### src/assert_macros.svh
// Assertion helpers for the RTL. They compile to nothing for synthesis.
`ifndef ASSERT_MACROS_SVH
`define ASSERT_MACROS_SVH
`ifndef SYNTHESIS
`define ASSERT_HOLDS(lbl, clk, rst_n, prop) \
    lbl: assert property (@(posedge clk) disable iff (!rst_n) (prop)) \
        else $error("assertion lbl failed");
`define ASSERT_NEVER(lbl, clk, rst_n, cond) \
    lbl: assert property (@(posedge clk) disable iff (!rst_n) !(cond)) \
        else $error("assertion lbl failed");
`else
`define ASSERT_HOLDS(lbl, clk, rst_n, prop)
`define ASSERT_NEVER(lbl, clk, rst_n, cond)
`endif
`endif

### src/scsf_ram.sv
module scsf_ram #(
    parameter int WIDTH = 8,
    parameter int DEPTH = 256
) (
    input  logic                     clk,
    input  logic                     we,
    input  logic [$clog2(DEPTH)-1:0] waddr,
    input  logic [WIDTH-1:0]         wdata,
    input  logic [$clog2(DEPTH)-1:0] raddr,
    output logic [WIDTH-1:0]         rdata
);

    logic [WIDTH-1:0] mem [DEPTH];

    always_ff @(posedge clk)
    begin
        if (we)
        begin
            mem[waddr] <= wdata;
        end
        rdata <= mem[raddr];
    end

endmodule

### config.mk
export PLATFORM = sky130hd
export DESIGN_NAME = scsf_ram
export DESIGN_NICKNAME = d
export VERILOG_FILES = /design/src/assert_macros.svh /design/src/scsf_ram.sv
export SDC_FILE = /design/constraint.sdc
export NUM_CORES = 2
export LEC_CHECK = 0
export ABC_AREA = 1
export BUFFER_PORTS_ARGS = -buffer_cell sky130_fd_sc_hd__buf_2
export CORE_ASPECT_RATIO = 0.7
export CORE_MARGIN = 4
export CORE_UTILIZATION = 30
export CTS_BUF_LIST = sky130_fd_sc_hd__clkbuf_16
export DETAILED_ROUTE_END_ITERATION = 7
export PLACE_DENSITY = 0.55
export SYNTH_ARGS = -nofsm -noshare
export SYNTH_HDL_FRONTEND = slang
export SYNTH_SLANG_ARGS = --single-unit
### constraint.sdc
create_clock -name clk -period 4.95 [get_ports clk]
set_input_delay 0.7425 -clock clk [delete_from_list [all_inputs] [get_ports clk]]
set_output_delay 0.7425 -clock clk [all_outputs]
set_load 0.02 [all_outputs]
; Yosys cells after proc, flatten, opt, wreduce, memory -nomap -nowiden
; Memories as Yosys holds them, arrays and structs flattened. A register that Yosys moved wholly into a read port is not among the register bits.
; Index checks and enable logic that the tools add are counted.
[op_classes]
muxes = 2
[ops]
columns = operator, count
row1 = 2-to-1 mux 1 bit, 2
[word_totals]
memories = 1
elab_cells = 3
output_inout_bits = 8
mem_bits_rw = 2048
inputBits = 26
ff_bits = 0
[memory_table]
columns = memory, depth, word_bits, rd, rd_ports_with_merged_regs, write_ports, line
row1 = mem, 256, 8, 1, 1, 1, scsf_ram.sv:13  ; logic [WIDTH-1:0] mem [DEPTH];

; Longest topological paths before layout
[logic_depth]
depth_word = 2
depth_mapped = 15
mapped_depth_nobuf = 11

; Worst setup path after synthesis
; OpenSTA, ideal clock, no wires.
[synth_path]
path_kind = input -> register
startpoint = input we
endpoint = memory mem[162][0], enable pin
t_required_ns = 4.580
path_stages = 4
t_arrival_ns = 1.864
path_slack_ns = 2.716
setup_time_ns = 0.370
cell_sequence = clkbuf_1 nand3_1 clkbuf_1 nor2_1
[synth_between]
elab_chain_len = 2
[synth_rtl]
columns = element, line
row1 = "start, declared", scsf_ram.sv:6  ; input logic we,
row2 = 2-to-1 mux 1 bit, scsf_ram.sv:17  ; if (we)
row3 = 2-to-1 mux 1 bit (implied by the code), scsf_ram.sv:19  ; mem[waddr] <= wdata;
row4 = "end, declared", scsf_ram.sv:13
; Every way passes these cells.

; Worst setup path in the final report
[layout_path]
startpoint = input waddr[6]
endpoint = memory mem[73][7], enable pin
[layout_rtl]
columns = element, line
row1 = "start, declared", scsf_ram.sv:7  ; input logic [$clog2(DEPTH)-1:0] waddr,
; No word-level cell before the write port.

==> results.rst <==
.. list-table::
   :header-rows: 1

   * - Metric
     - Value
   * - Outcome
     - completed
   * - CTS Buf Count
     - 193
   * - Initial antenna violation count
     - 12
   * - Most instantiated library cell after synthesis
     - nand2_1
   * - Number of ports placed on the die boundary
     - 34
   * - Number of buffer and inverter stages on the critical path
     - 2
   * - Number of rows created at floorplan
     - 161
   * - Placeable Area
     - 276,000 sq um
   * - Max H-tree Level
     - 4
   * - Library cell used as clock root buffer
     - clkbuf_16
   * - Critical Setup Path Class
     - input port to register
   * - Clock slew seen by the registers of the worst setup and hold paths
     - 0.07 ns
   * - Starting density of the core
     - 30.2%
   * - Termination of the worst setup path
     - mem[73][7]
   * - Clk_lat worst skew
     - 0.84 ns
   * - Worst hold path class
     - input port to register
   * - Element type at the critical path end
     - register
   * - Hold_buf cts
     - 0
   * - Clock tree from TritonCTS
     - yes
   * - Max clock buf depth
     - 4
   * - Crit Path Max Fanout
     - 16
   * - RD Place Congestion
     - 0.844
   * - Die area
     - 287,000 sq um
   * - GR Overflow Total
     - 0
   * - Post-Route Utilization
     - 33.7%
   * - Count of TritonRoute iterations in the first routing pass
     - 6
   * - Die Span Y
     - 449 microns
   * - Routed wirelength normalized by instance count
     - 22.7 microns
   * - Filler-free cell count of the finished design
     - 10,668
   * - Via-per-instance ratio
     - 5.11
   * - Ys async rst share
     - 0%
   * - Library cell appearing most often on the critical path
     - nor2_1
   * - Length of routed met2 wiring
     - 101 mm
   * - Synthesized area per cell
     - 11.9 sq um
   * - Highest routed metal layer
     - met5
   * - DPL Wire Length
     - 137 mm
   * - Final routed DRC violation total
     - 0
   * - DP Area
     - 87,300 sq um
   * - Yosys cell types
     - 14
   * - Ordered list of cells on the worst path
     - buf_2 > inv_1 > nor2_1 > nand2_1 > nor2_1
   * - Share of post-route cells with drive strength above 1
     - 5.56%
   * - Filler cell count
     - 26,851
   * - Total non-filler cell area in the finished layout
     - 92,900 sq um
   * - Final period demand of the worst path
     - 3.21 ns
   * - Peak supply drop
     - 0.240 mV
   * - Register-to-Register Path Depth
     - 10
   * - Post-CTS setup-driven buffer insertion count
     - 0
   * - Synthesized instance count
     - 7,003
   * - Fmax
     - 312 MHz
   * - Synth top area share
     - 73.7%
   * - Register bit total from synthesis
     - 2,056
   * - Yosys Warn Count
     - 0
   * - Measured slew at the worst slew-check pin
     - 1.35 ns
   * - Worst hold margin
     - 0.319 ns
   * - Net count after synthesis
     - 7,029
   * - Total placed cells including tap cells
     - 10,332
   * - Main synth FF type
     - edfxtp_1
   * - Top cell types by occurrence after synthesis
     - nand2_1 (2,123), edfxtp_1 (2,048), nand3_1 (2,019)
   * - Max transition margin
     - 9.61%
   * - Number of endpoints failing setup at the final stage
     - 0
   * - Dominant cell type by area after synthesis
     - edfxtp_1
   * - Slowest library cell on the worst path
     - nand2_1
   * - Worst Path Arrival
     - 3.66 ns
   * - Crit path max-delay family
     - simple AND/OR/NAND/NOR gates
   * - Number of clock sinks
     - 2,056
   * - Via count of the first global-routing pass
     - 51,559
   * - Setup repair after global routing missed its margin
     - no
   * - Maximum number of pins on one net before global-route repair
     - 173
   * - Antenna-violating nets left
     - 0
   * - Critical Path Start Type
     - input port
   * - Maximum clock skew at final layout
     - 0.0444 ns
   * - Launch point of the critical path
     - waddr[6]
   * - EDFF count, synth
     - 2,048
   * - Worst path setup slack after routing
     - 1.74 ns
   * - Number of buffers added on ports
     - 33
   * - Area of the mapped netlist
     - 83,400 sq um
   * - End of the worst register-to-register path
     - rdata[2]
   * - Final hold violation count
     - 0
   * - First-pass GRT wire length
     - 354 mm
   * - Final Net Count
     - 6,886
   * - DR iter-0 viols
     - 6,842
   * - Area growth, synth to finish
     - 11.4%
   * - Power per cell area
     - 379 nW/um^2
   * - Static leakage
     - 31.4 nW
   * - Max_cap viols
     - 0
   * - Worst reg2reg startpoint
     - mem[127][2]
   * - Routed length on met3
     - 25.4 mm
   * - Share of the clock period used by the worst path after layout
     - 64.8%
   * - Total power consumption of the routed design
     - 35.2 mW
   * - Worst setup slack for register-to-register paths
     - 2.85 ns
   * - Post-Route M1 WL
     - 110 mm
   * - Total global routing track utilization
     - 16.4%
   * - Crit path required time
     - 5.40 ns
   * - Resize count post-CTS
     - 0
   * - Dominant cells by area after synthesis
     - edfxtp_1 (74%), nand3_1 (12%), nand2_1 (9.6%), buf_2 (1.6%), nor2_1 (1.3%)
   * - Number of pins with negative max-slew slack in the final report
     - 0
   * - DIE WIDTH
     - 638 microns
   * - Share of the yosys chip area belonging to registers
     - 73.9%
   * - Largest incremental delay on the critical path
     - 0.96 ns
   * - Worst Setup Slack post-DPL
     - 0.956 ns
   * - Total detailed-routing wirelength
     - 242 mm
   * - Depth of the critical timing path with buffers and inverters included
     - 5
   * - Post-route setup TNS
     - 0 ns
   * - Count of vias placed by the detailed router
     - 54,564
power breakdown:
part	internal, mW	switching [mW]
Sequential	19.2	0.0208
Combinational	0.517	1.75
Clock	7.35	6.38
Total	27.0	8.15
worst min-delay path: cells and delay by family:
family,cells,cell delay [ns]
buf+inv,1,0.22
simple gates,2,0.15
worst min-delay path by stage:
stage / startpoint / endpoint / slack [ns] / cells past startpoint
final: raddr[7] / rdata[7] / 0.32 / 3
after CTS: raddr[7] / rdata[7] / 0.24 / 3
after global routing: raddr[7] / rdata[3] / 0.29 / 3
after detailed placement: mem[214][7] / rdata[7] / 0.99 / 10
after floorplan: mem[40][0] / rdata[0] / 0.84 / 10
after global placement: mem[216][7] / rdata[7] / 0.98 / 10
kinds of logic (layout without fill, tap and decap cells):
family                 count (synthesis)  in the layout  share of synthesized area [%]
and+or+nand+nor                     4425           4425                           22.9
DFF                                 2056           2056                           73.9
buffers and inverters                522            514                           3.12
other                                  0              6                              0
metal layers:
| metal | up-vias | GRT usage (%) |
|---|---|---|
| met5 | - | 0 |
| met4 | 4 | 3.59 |
| met1 | 27127 | 24.7 |
| met2 | 2498 | 23.3 |
| met3 | 369 | 4.42 |
| li1 | 24566 | - |
flip-flops by register name, summed over array words and instances, names as in the netlist:
register and cells:
rdata 8, mem 2048
cells in the final DEF, fill, tap and decap left out, types with 2 or more instances in the layout:
| master | instances |
|---|---|
| inv_1 | 84 |
| clkbuf_16 | 197 |
| buf_2 | 21 |
| nor2_1 | 283 |
| inv_8 | 2 |
| nand2_1 | 2113 |
| edfxtp_1 | 2048 |
| inv_6 | 2 |
| buf_8 | 11 |
| buf_4 | 67 |
| clkinv_1 | 51 |
| diode_2 | 6 |
| nand3_1 | 2019 |
| dfxtp_1 | 8 |
| clkinv_2 | 26 |
| bufinv_16 | 4 |
| nand2_2 | 10 |
| buf_12 | 46 |
final cells by class:
| class | count | area [sq um] | area share [%] |
|---|---|---|---|
| antenna | 6 | 15.0 | 0.0162 |
| clock buffer | 197 | 4930 | 5.31 |
| clock inverter | 133 | 647 | 0.697 |
| inverter | 39 | 180 | 0.194 |
| multi-input combinational | 4425 | 19200 | 20.6 |
| sequential | 2056 | 61700 | 66.4 |
| tap | 3667 | 4590 | 4.94 |
| timing repair buffer | 145 | 1690 | 1.82 |
Note: power is estimated with default switching activity, not from simulation.
